### src/rtl/dnle_pkg.sv
// dnle_pkg: shared types and constants for the DNS name label encoder.
// Used by dnle_front, dnle_queue, dnle_back and the top level; no dependencies.

package dnle_pkg;

   // width of the label character count (holds up to 63)
   localparam int CNT_W = 6;

   // dot separating labels
   localparam logic [7:0] DOT_CHAR = 8'h2E;

   // zero terminator byte
   localparam logic [7:0] TERM_BYTE = 8'h00;

   // request function codes (travel on req_tuser)
   localparam logic FUNC_CHAR = 1'b0;
   localparam logic FUNC_END  = 1'b1;

   // label close command passed from front to back
   typedef struct packed {
      logic             is_end;   // close of the final label, terminator follows
      logic             dropped;  // characters were dropped in this name
      logic             bank;     // label memory bank holding the characters
      logic [CNT_W-1:0] count;    // characters held in the bank
   } cmd_type;

   // write into the label memory
   typedef struct packed {
      logic             we;
      logic             bank;
      logic [CNT_W-1:0] idx;
      logic [7:0]       data;
   } mem_wr_type;

   // back-end sequencer states
   typedef enum logic [1:0] {
      BK_LEN,
      BK_CHAR,
      BK_TERM
   } back_state_type;

endpackage

### src/rtl/dnle_front.sv
// dnle_front: accepts name characters, fills the label memory bank and issues
// label close commands. Depends on dnle_pkg.

module dnle_front #(
   parameter int LABEL_MAX = 32
) (
   input  logic                 clock,
   input  logic                 reset,
   input  logic                 req_tvalid,
   output logic                 req_tready,
   input  logic                 req_tuser,
   input  logic [7:0]           req_tdata,
   input  logic                 q_full,
   output logic                 push,
   output dnle_pkg::cmd_type    push_cmd,
   output dnle_pkg::mem_wr_type mem_wr
);

   logic [dnle_pkg::CNT_W-1:0] count_ff, count_in;
   logic                       dropped_ff, dropped_in;
   logic                       bank_ff, bank_in;
   logic                       accept;

   // both banks busy only when two closes are queued
   assign req_tready = !q_full;
   assign accept     = req_tvalid && req_tready;

   // classify the request
   always_comb begin
      count_in   = count_ff;
      dropped_in = dropped_ff;
      bank_in    = bank_ff;
      push       = 1'b0;
      push_cmd   = '{is_end: 1'b0, dropped: 1'b0, bank: bank_ff, count: count_ff};
      mem_wr     = '{we: 1'b0, bank: bank_ff, idx: count_ff, data: req_tdata};
      if (accept) begin
         if (req_tuser == dnle_pkg::FUNC_END) begin
            push            = 1'b1;
            push_cmd.is_end = 1'b1;
            push_cmd.dropped = dropped_ff;
            count_in        = '0;
            dropped_in      = 1'b0;
            bank_in         = !bank_ff;
         end else if (req_tdata == dnle_pkg::DOT_CHAR) begin
            push     = 1'b1;
            count_in = '0;
            bank_in  = !bank_ff;
         end else if (count_ff < dnle_pkg::CNT_W'(LABEL_MAX)) begin
            mem_wr.we = 1'b1;
            count_in  = count_ff + 1'b1;
         end else begin
            dropped_in = 1'b1;
         end
      end
   end

   // front state
   always_ff @(posedge clock) begin
      if (reset) begin
         count_ff   <= '0;
         dropped_ff <= 1'b0;
         bank_ff    <= 1'b0;
      end else begin
         count_ff   <= count_in;
         dropped_ff <= dropped_in;
         bank_ff    <= bank_in;
      end
   end

endmodule

### src/rtl/dnle_queue.sv
// dnle_queue: two-entry command queue between front and back.
// Depends on dnle_pkg.

module dnle_queue (
   input  logic              clock,
   input  logic              reset,
   input  logic              push,
   input  dnle_pkg::cmd_type push_cmd,
   input  logic              pop,
   output dnle_pkg::cmd_type head,
   output logic              empty,
   output logic              full
);

   dnle_pkg::cmd_type entry_ff [2];
   logic              wr_ptr_ff, wr_ptr_in;
   logic              rd_ptr_ff, rd_ptr_in;
   logic [1:0]        fill_ff, fill_in;

   assign head  = entry_ff[rd_ptr_ff];
   assign empty = (fill_ff == 2'd0);
   assign full  = (fill_ff == 2'd2);

   // pointer and fill update
   always_comb begin
      wr_ptr_in = push ? !wr_ptr_ff : wr_ptr_ff;
      rd_ptr_in = pop  ? !rd_ptr_ff : rd_ptr_ff;
      fill_in   = fill_ff + {1'b0, push} - {1'b0, pop};
   end

   always_ff @(posedge clock) begin
      if (reset) begin
         wr_ptr_ff <= 1'b0;
         rd_ptr_ff <= 1'b0;
         fill_ff   <= 2'd0;
      end else begin
         wr_ptr_ff <= wr_ptr_in;
         rd_ptr_ff <= rd_ptr_in;
         fill_ff   <= fill_in;
      end
   end

   // entry storage, no reset
   always_ff @(posedge clock) begin
      if (push) begin
         entry_ff[wr_ptr_ff] <= push_cmd;
      end
   end

endmodule

### src/rtl/dnle_back.sv
// dnle_back: label memory and output sequencer; emits length, characters and
// terminator bytes through an output register. Depends on dnle_pkg.

module dnle_back #(
   parameter int LABEL_MAX = 32
) (
   input  logic                 clock,
   input  logic                 reset,
   input  dnle_pkg::mem_wr_type mem_wr,
   input  dnle_pkg::cmd_type    head,
   input  logic                 q_empty,
   output logic                 pop,
   output logic                 rsp_tvalid,
   input  logic                 rsp_tready,
   output logic [7:0]           rsp_tdata,
   output logic                 rsp_tlast,
   output logic                 rsp_tuser
);

   localparam int MEM_DEPTH = 2 * LABEL_MAX;
   localparam int ADDR_W    = (MEM_DEPTH > 1) ? $clog2(MEM_DEPTH) : 1;

   logic [7:0]                 mem [MEM_DEPTH];
   logic [7:0]                 rd_data_ff;
   logic [ADDR_W-1:0]          wr_addr, rd_addr;
   logic                       ren;
   logic [dnle_pkg::CNT_W-1:0] rd_idx;

   dnle_pkg::back_state_type   state_ff, state_in;
   logic [dnle_pkg::CNT_W-1:0] k_ff, k_in;
   logic [dnle_pkg::CNT_W-1:0] k_next;

   logic                       can_load, ld;
   logic [7:0]                 ld_byte;
   logic                       ld_last, ld_ovf;
   logic                       out_valid_ff;
   logic [7:0]                 out_byte_ff;
   logic                       out_last_ff, out_ovf_ff;

   // bank 1 sits above bank 0
   assign wr_addr = ADDR_W'(mem_wr.idx) + (mem_wr.bank ? ADDR_W'(LABEL_MAX) : '0);
   assign rd_addr = ADDR_W'(rd_idx) + (head.bank ? ADDR_W'(LABEL_MAX) : '0);

   // label memory, one write and one registered read port
   always_ff @(posedge clock) begin
      if (mem_wr.we) begin
         mem[wr_addr] <= mem_wr.data;
      end
      if (ren) begin
         rd_data_ff <= mem[rd_addr];
      end
   end

   assign can_load = !out_valid_ff || rsp_tready;
   assign k_next   = k_ff + 1'b1;

   // sequencer: length byte, characters, terminator
   always_comb begin
      state_in = state_ff;
      k_in     = k_ff;
      pop      = 1'b0;
      ren      = 1'b0;
      rd_idx   = '0;
      ld       = 1'b0;
      ld_byte  = dnle_pkg::TERM_BYTE;
      ld_last  = 1'b0;
      ld_ovf   = 1'b0;
      case (state_ff)
         dnle_pkg::BK_LEN: begin
            if (!q_empty && can_load) begin
               ld      = 1'b1;
               ld_byte = 8'(head.count);
               if (head.count != '0) begin
                  ren      = 1'b1;
                  k_in     = '0;
                  state_in = dnle_pkg::BK_CHAR;
               end else if (head.is_end) begin
                  state_in = dnle_pkg::BK_TERM;
               end else begin
                  pop = 1'b1;
               end
            end
         end
         dnle_pkg::BK_CHAR: begin
            if (can_load) begin
               ld      = 1'b1;
               ld_byte = rd_data_ff;
               if (k_next < head.count) begin
                  ren    = 1'b1;
                  rd_idx = k_next;
                  k_in   = k_next;
               end else if (head.is_end) begin
                  state_in = dnle_pkg::BK_TERM;
               end else begin
                  pop      = 1'b1;
                  state_in = dnle_pkg::BK_LEN;
               end
            end
         end
         dnle_pkg::BK_TERM: begin
            if (can_load) begin
               ld       = 1'b1;
               ld_byte  = dnle_pkg::TERM_BYTE;
               ld_last  = 1'b1;
               ld_ovf   = head.dropped;
               pop      = 1'b1;
               state_in = dnle_pkg::BK_LEN;
            end
         end
         default: begin
            state_in = dnle_pkg::BK_LEN;
         end
      endcase
   end

   // sequencer and output valid
   always_ff @(posedge clock) begin
      if (reset) begin
         state_ff     <= dnle_pkg::BK_LEN;
         k_ff         <= '0;
         out_valid_ff <= 1'b0;
      end else begin
         state_ff <= state_in;
         k_ff     <= k_in;
         if (ld) begin
            out_valid_ff <= 1'b1;
         end else if (rsp_tready) begin
            out_valid_ff <= 1'b0;
         end
      end
   end

   // output payload
   always_ff @(posedge clock) begin
      if (ld) begin
         out_byte_ff <= ld_byte;
         out_last_ff <= ld_last;
         out_ovf_ff  <= ld_ovf;
      end
   end

   assign rsp_tvalid = out_valid_ff;
   assign rsp_tdata  = out_byte_ff;
   assign rsp_tlast  = out_last_ff;
   assign rsp_tuser  = out_ovf_ff;

endmodule

### src/rtl/dns_name_label_encoder.sv
// dns_name_label_encoder: top level, host name characters in, DNS wire bytes out.
// Depends on dnle_pkg, dnle_front, dnle_queue and dnle_back.
//
//   channel | direction | handshake             | payload
//   req     | in        | req_tvalid/req_tready | tdata char_in[7:0], tuser func
//   rsp     | out       | rsp_tvalid/rsp_tready | tdata out_byte[7:0], tlast last,
//           |           |                       | tuser overflow
//
// A character request is written straight into the label memory. A dot or
// end of name queues a close; the back end then emits the length byte and one
// held character per cycle from the label memory read port while rsp_tready
// does not stall the output register, plus the terminator for end of name.
// Two label banks let the front fill one while the other drains; requests
// stall only when two closes are queued.
// Reset is synchronous; no memory clearing pass is needed.

module dns_name_label_encoder #(
   parameter int LABEL_MAX = 32
) (
   input  logic       clock,
   input  logic       reset,
   input  logic       req_tvalid,
   output logic       req_tready,
   input  logic [7:0] req_tdata,   // [7:0] char_in
   input  logic       req_tuser,   // [0] func
   output logic       rsp_tvalid,
   input  logic       rsp_tready,
   output logic [7:0] rsp_tdata,   // [7:0] out_byte
   output logic       rsp_tlast,
   output logic       rsp_tuser    // [0] overflow
);

   logic                 q_full, q_empty, push, pop;
   dnle_pkg::cmd_type    push_cmd, head;
   dnle_pkg::mem_wr_type mem_wr;

   dnle_front #(.LABEL_MAX(LABEL_MAX)) u_front (
      .clock      (clock),
      .reset      (reset),
      .req_tvalid (req_tvalid),
      .req_tready (req_tready),
      .req_tuser  (req_tuser),
      .req_tdata  (req_tdata),
      .q_full     (q_full),
      .push       (push),
      .push_cmd   (push_cmd),
      .mem_wr     (mem_wr)
   );

   dnle_queue u_queue (
      .clock    (clock),
      .reset    (reset),
      .push     (push),
      .push_cmd (push_cmd),
      .pop      (pop),
      .head     (head),
      .empty    (q_empty),
      .full     (q_full)
   );

   dnle_back #(.LABEL_MAX(LABEL_MAX)) u_back (
      .clock      (clock),
      .reset      (reset),
      .mem_wr     (mem_wr),
      .head       (head),
      .q_empty    (q_empty),
      .pop        (pop),
      .rsp_tvalid (rsp_tvalid),
      .rsp_tready (rsp_tready),
      .rsp_tdata  (rsp_tdata),
      .rsp_tlast  (rsp_tlast),
      .rsp_tuser  (rsp_tuser)
   );

endmodule

### config.mk
export PLATFORM = sky130hd
export DESIGN_NAME = dns_name_label_encoder
export DESIGN_NICKNAME = d
export VERILOG_FILES = /design/src/rtl/dnle_pkg.sv /design/src/rtl/dnle_front.sv /design/src/rtl/dnle_queue.sv /design/src/rtl/dnle_back.sv /design/src/rtl/dns_name_label_encoder.sv
export SDC_FILE = /design/constraint.sdc
export NUM_CORES = 1
export LEC_CHECK = 0
export BUFFER_PORTS_ARGS = -buffer_cell sky130_fd_sc_hd__buf_2
export CAP_MARGIN = 30
export CORE_MARGIN = 8
export CORE_UTILIZATION = 42
export DETAILED_ROUTE_END_ITERATION = 6
export SLEW_MARGIN = 25
export SYNTH_ARGS = -nofsm -noshare
export SYNTH_HDL_FRONTEND = slang
export SYNTH_SLANG_ARGS = --single-unit
### constraint.sdc
create_clock -name clock -period 12.1 [get_ports clock]
set_input_delay 2.42 -clock clock [delete_from_list [all_inputs] [get_ports clock]]
set_output_delay 2.42 -clock clock [all_outputs]
set_load 0.05 [all_outputs]
==> results_dict.tcl, run 1 <==
set metrics [dict create \
    firstDrtPassIters 5 \
    yosys.area.top_type "edfxtp_1" \
    final_area_um2 26180 \
    ys_types 75 \
    setup_viol 0 \
    p_seq_share_pct 48.9 \
    intPower_w 0.003419 \
    yosysMostFrequentCell "edfxtp_1" \
    htreeDepth 2 \
    vias 14010 \
    place_congestion 0.8619 \
    insertion_delay_ns 0.61 \
    hold_depth 2 \
    tritoncts "built" \
    ys_seq_area_share_pct 72.24 \
    die_w_um 252.0 \
    combPwrFrac_pct 13.5 \
    synth.area.top_cells "edfxtp_1, mux2i_1, mux4_2, nand2_1, nor2_1" \
    drt_iter0_markers 1718 \
    skew_ns 0.02154 \
    swShare_pct 26.28 \
    slew_headroom_pct 33.30 \
    syn_area_um2 23390 \
    drc_errors 0 \
    synthCells 1523 \
    drive_above_1_share_pct 14.24 \
    post_cts_resized 0 \
    p_switching_w 0.001218 \
    drt-wirelength-per-cell_um 26.94 \
    p_per_area_nw_per_um2 177.2 \
    hold_viol_final 0 \
    postPlaceCellArea_um2 24350 \
    crit_arrival_ns 6.49 \
    grt_pass1_wl_mm 92.98 \
    grt_overflow 0 \
    drv_slew 0 \
    fin_hold_ws_ns 0.4907 \
    die_area_um2 63490 \
    std_cell_rows 86 \
    antenna_found_initial 0 \
    syn2layout_area_growth_pct 11.92 \
    antennaDiodeCount 0 \
    fin_crit_sh_pct 50.85 \
    worstMarginPinSlew_ns 0.9968 \
    synth.avg_cell_area_um2 15.36 \
    status "completed" \
    crit_type "flip-flop to flip-flop" \
    hold_buffers 0 \
    grt_max_degree 64 \
    clk_pin_slew_ns 0.06 \
    synth_seq_cells 570 \
    io_pins 25 \
    grt_pass1_vias 13450 \
    cts_sinks 570 \
    rsz0062_at_grt "false" \
    fmax_ghz 0.1625 \
    die_y_um 252.0 \
    core-area_um2 55090 \
    crit_fanout 47 \
    ys_warn_count 0 \
    root_buffer "clkbuf_16" \
    start_util_pct 42.45 \
    cp-end-kind "flip-flop" \
    fin_setup_tns_ns 0 \
    leakage_nw 8.218 \
    peakVddDrop_mv 0.1270 \
    num-fill-cells 4814 \
    reg2regPathDepth 14 \
    portBuffers 24 \
    ys.flop_type "edfxtp_1" \
    power.share.clock_pct 37.6 \
    post-cts-setup-buffers 0 \
    viasPerCell 5.948 \
    postRouteAntennaNets 0 \
    maxCapViolations 0 \
    finalWirelength_mm 63.48 \
    synth_top_area_share_pct 70.36 \
    cp.required_ns 12.44 \
    synthArstFlopShare_pct 0 \
    hold_path.class "flip-flop to flip-flop" \
    cts_max_path_buffers 3 \
    yosys-top-cells-count "edfxtp_1, nand2_1, nor2_1" \
    nets 1588 \
    layout_min_cycle_time_ns 6.153 \
    cts_buffers 58 \
    critPathLaunchType "flip-flop" \
    dp_hpwl_mm 38.88 \
    grt_usage_pct 19.59 \
    synth-edff-count 548 \
    syn_nets 1549 \
]
[critical path, cell delays in order, from the launching register on]
cell and delay (ns):
dfxtp_4 0.74, ha_2 0.36, xnor2_2 0.12, buf_4 0.36, clkinv_2 0.74, ha_1 0.56, and4_1 0.26, a2111o_1 0.43
or2_2 0.30, buf_4 0.32, mux2_1 0.42, a221oi_1 0.29, nor2_1 0.08, a211oi_1 0.60, nor4_1 0.14
[logic make-up after synthesis]
| group | Yosys count | share of synthesized area, % |
|---|---|---|
| flip-flops | 570 | 72.24 |
| XOR/XNOR | 14 | 0.5564 |
| adder cells (fa/ha/maj) | 13 | 0.6955 |
| multiplexers | 157 | 8.833 |
| AND/OR/NAND/NOR | 408 | 7.945 |
| buffers and inverters | 94 | 1.899 |
| AO/OA/AOI/OAI | 267 | 7.827 |
[area by class of cell]
cell class	instances	area [um2]	area share (%)
tap	748	935.9	3.576
clock buffer	74	1575	6.018
clock inverter	32	252.7	0.9656
inverter	13	50.05	0.1912
sequential	570	16900	64.57
multi-input combinational	859	6071	23.19
timing repair buffer	60	390.4	1.491
[power by group through the flow]
stage,registers (W),clock network (W),logic (W)
after floorplan,0.00235,0,0.000358
after global placement,0.00231,0,0.000615
after detailed placement,0.00231,0,0.000620
after CTS,0.00226,0.00177,0.000623
after global routing,0.00227,0.00184,0.000665
final,0.00227,0.00174,0.000627
[stage by stage]
stage          power [W]  std cells  setup WS, ns  util, %
3_3_place_gp    0.002920       2250         6.151    44.19
2_1_floorplan   0.002709       1523         7.684        -
6_report        0.004637       2356         5.947    47.51
4_1_cts         0.004655       2356         6.126    47.51
3_5_place_dp    0.002927       2250         6.149    44.19
5_1_grt         0.004780       2356         5.818    47.51
[placed cells by master, fill, tap and decap left out, types with 8 or more instances in the layout]
| cell type | count |
|---|---|
| o22ai_1 | 31 |
| nand2_1 | 144 |
| clkinv_1 | 13 |
| mux2_2 | 26 |
| a21oi_1 | 49 |
| nand3_1 | 40 |
| nor2b_1 | 11 |
| o21ai_0 | 50 |
| mux4_2 | 36 |
| a31oi_1 | 16 |
| inv_1 | 10 |
| clkinv_2 | 13 |
| nor3_1 | 10 |
| ha_1 | 12 |
| clkbuf_1 | 13 |
| nor2_1 | 135 |
| and2_1 | 8 |
| and3_1 | 8 |
| buf_4 | 36 |
| buf_2 | 24 |
| mux2i_1 | 88 |
| o211ai_1 | 13 |
| a211oi_1 | 13 |
| clkbuf_16 | 61 |
| edfxtp_1 | 548 |
| dfxtp_1 | 21 |
| nand4_1 | 15 |
| o221ai_1 | 19 |
[path summary, 6_finish.rpt]
| path | from | endpoint | slack [ns] |
|---|---|---|---|
| setup reg to reg | u_back.k_ff[0]$_SDFFE_PP0P_ | u_back.rd_data_ff[7]$_DFFE_PP_ | 5.95 |
| hold / removal | u_back.k_ff[5]$_SDFFE_PP0P_ | u_back.k_ff[5]$_SDFFE_PP0P_ | 0.49 |
| hold reg to reg | u_back.k_ff[5]$_SDFFE_PP0P_ | u_back.k_ff[5]$_SDFFE_PP0P_ | 0.49 |
| setup / recovery | u_back.k_ff[0]$_SDFFE_PP0P_ | u_back.rd_data_ff[7]$_DFFE_PP_ | 5.95 |
[sequential cells by signal, summed over array words and instances, names as in the netlist, 2 cells and up, named ones only]
name,cells
u_queue.fill_ff,2
u_back.mem,512
u_front.count_ff,6
u_queue.entry_ff,18
u_back.rd_data_ff,8
u_back.state_ff,2
u_back.k_ff,6
u_back.rsp_tdata,8
[routing by layer]
metal	part of all wire, %	vias up	global-route usage, %
met2	46	715	30.61
met1	42	7146	27.73
li1	-	6037	-
met5	0	-	0
met3	8.8	116	3.303
met4	3.1	0	6.530
No activity file was read; power rests on OpenSTA's default activity.
==> run 2: changes to the inputs <==
==> constraint.sdc (replaced) <==
create_clock -name clock -period 5.01 [get_ports clock]
set_input_delay 1.002 -clock clock [delete_from_list [all_inputs] [get_ports clock]]
set_output_delay 1.002 -clock clock [all_outputs]
set_load 0.05 [all_outputs]
==> run 2 against run 1 <==
Power is 140% higher. Register-to-register slack worse by 5.1 ns. Non-clock buffer count up 39. Count of clock-buffer cells in the layout rose by 4. Sequential power grew 140%. Hold slack better by 0.0013 ns.
==> results_dict.tcl, run 2 (synthesis results as in run 1) <==
set metrics [dict create \
    status "completed" \
    antennaDiodeCount 0 \
    reg2regPathDepth 12 \
    cp-end-kind "flip-flop" \
    worstMarginPinSlew_ns 0.8857 \
    portBuffers 24 \
    grt_overflow 0 \
    antenna_found_initial 0 \
    hp-start "u_back.k_ff[5]$_SDFFE_PP0P_" \
    reg_top3 "u_back.mem x512, u_queue.entry_ff x18" \
    path_depth 12 \
    io_pins 25 \
    place_congestion 0.8906 \
    clk_pin_slew_ns 0.06 \
    post_cts_resized 0 \
    grt_pass1_vias 13840 \
    drv_slew 0 \
    rr_endpoint "u_back.rd_data_ff[6]$_DFFE_PP_" \
    hold_viol_final 0 \
    dp_cells 2289 \
    r2r_start "u_back.k_ff[2]$_SDFFE_PP0P_" \
    vias 14030 \
    insertion_delay_ns 0.62 \
    nets 1627 \
    grt_max_degree 65 \
    skew_ns 0.02938 \
    drt_iter0_markers 1621 \
    largest_register_ffs 512 \
    drt-wirelength-per-cell_um 26.40 \
    fmax_ghz 0.2409 \
    combPwrFrac_pct 14.4 \
    crit_fanout 29 \
    top_register "u_back.mem" \
    power.share.clock_pct 36.4 \
    cp.required_ns 5.33 \
    die_y_um 252.0 \
    viasPerCell 5.868 \
    finalWirelength_mm 63.09 \
    critical_path.slowest_cell "and3_2" \
    final_cell_count_no_fill 2390 \
    drc_errors 0 \
    place_ws_ns 0.9126 \
    multiInputGateArea_um2 6076 \
    grt_pass1_wl_mm 93.26 \
    drive_above_1_share_pct 16.14 \
    grt_usage_pct 19.72 \
    p_switching_w 0.002942 \
    r2r_slack_ns 0.86 \
    crit_arrival_ns 4.48 \
    start_util_pct 42.45 \
    layout_commonest_cell "edfxtp_1" \
    core-area_um2 55090 \
    leakage_nw 8.406 \
    cts_sinks 570 \
    path_buf_inv 1 \
    peakVddDrop_mv 0.2653 \
    hold_buffers 0 \
    die_w_um 252.0 \
    cts_max_path_buffers 3 \
    path_delay_family "simple AND/OR/NAND/NOR gates" \
    critPathLaunchType "flip-flop" \
    p_per_area_nw_per_um2 420.1 \
    firstDrtPassIters 7 \
    seq_area_um2 16900 \
    layout_min_cycle_time_ns 4.151 \
    intPower_w 0.008172 \
    fin_crit_sh_pct 82.86 \
    swShare_pct 26.47 \
    cts_buffers 58 \
    setup_viol 0 \
    utilization_pct 48.02 \
    postRouteAntennaNets 0 \
    fin_setup_tns_ns 0 \
    num-fill-cells 4738 \
    hold_path.class "flip-flop to flip-flop" \
    maxCapViolations 0 \
    std_cell_rows 86 \
    dp_hpwl_mm 39.49 \
    htreeDepth 2 \
    crit_start "u_back.k_ff[2]$_SDFFE_PP0P_" \
    path_cells "and3_1 > xnor2_2 > inv_2 > ha_1 > a211oi_2 > or2_2 > and3_2 > mux2_1 > o22ai_1 > nor3_1 > a311oi_1 > a211oi_1" \
    tritoncts "built" \
    post-cts-setup-buffers 0 \
    syn2layout_area_growth_pct 13.12 \
    die_area_um2 63490 \
    p_seq_share_pct 49.2 \
    max_stage_delay_ns 0.65 \
    rsz0062_at_grt "false" \
    setup_ws_ns 0.8586 \
    final_cell_mix "edfxtp_1, nand2_1, nor2_1" \
    critPathCapture "u_back.rd_data_ff[6]$_DFFE_PP_" \
    crit_type "flip-flop to flip-flop" \
    root_buffer "clkbuf_16" \
    slew_headroom_pct 40.74 \
]
[run 2: changes by cell type in the layout (fill, tap and decap cells not counted), sizes merged]
cell,delta
inv,+1
buf,+39
clkinv,-7
clkinvlp,-1
bufinv,-2
clkbuf,+4
[run 2: power by group through the flow]
| stage | logic, W | registers [W] | clock network [W] |
|---|---|---|---|
| 2_1_floorplan | 0.000864 | 0.00568 | 0 |
| 3_3_place_gp | 0.00157 | 0.00556 | 0 |
| 3_5_place_dp | 0.00159 | 0.00556 | 0 |
| 4_1_cts | 0.00159 | 0.00546 | 0.00410 |
| 5_1_grt | 0.00170 | 0.00547 | 0.00428 |
| 6_report | 0.00160 | 0.00547 | 0.00405 |
[run 2: layer usage]
layer	global-route usage, %	vias to the layer above	routed length [um]
met4	7.340	0	2274
met5	0	-	0
met3	3.159	123	4899
met2	31.17	587	29240
li1	-	6105	-
met1	27.39	7210	26690
[run 2: how the worst min path moves through the flow]
stage / endpoint / slack, ns / depth (start not counted)
floorplan: u_queue.entry_ff[0][2]$_DFFE_PP_ / 0.42 / 0
global placement: u_back.k_ff[5]$_SDFFE_PP0P_ / 0.47 / 2
detailed placement: u_back.k_ff[5]$_SDFFE_PP0P_ / 0.48 / 2
CTS: u_back.k_ff[5]$_SDFFE_PP0P_ / 0.49 / 2
global route: u_back.k_ff[5]$_SDFFE_PP0P_ / 0.51 / 2
finish: u_back.k_ff[5]$_SDFFE_PP0P_ / 0.49 / 2
[run 2: area by class of cell]
cell class / count / share of cell area, %
Tap cell: 748 / 3.537
Timing Repair Buffer: 99 / 2.819
Sequential cell: 570 / 63.88
Inverter: 13 / 0.1892
Clock buffer: 78 / 5.959
Multi-Input combinational cell: 859 / 22.97
Clock inverter: 23 / 0.6526
[run 2: worst reg2reg max path, cell delays in order (launching register included)]
cell,delay [ns]
dfxtp_1,0.37
and3_1,0.25
xnor2_2,0.32
inv_2,0.19
ha_1,0.35
a211oi_2,0.34
or2_2,0.20
and3_2,0.65
mux2_1,0.41
o22ai_1,0.19
nor3_1,0.08
a311oi_1,0.43
a211oi_1,0.11
[run 2: through the flow]
step / total power, W / hold WS (ns) / cell area, um2
final: 0.01111 / 0.4920 / 26460
after global routing: 0.01145 / 0.5137 / 26460
after CTS: 0.01116 / 0.4866 / 26450
after detailed placement: 0.007151 / 0.4774 / 24700
after global placement: 0.007135 / 0.4740 / 24700
after floorplan: 0.006542 / 0.4237 / 23390
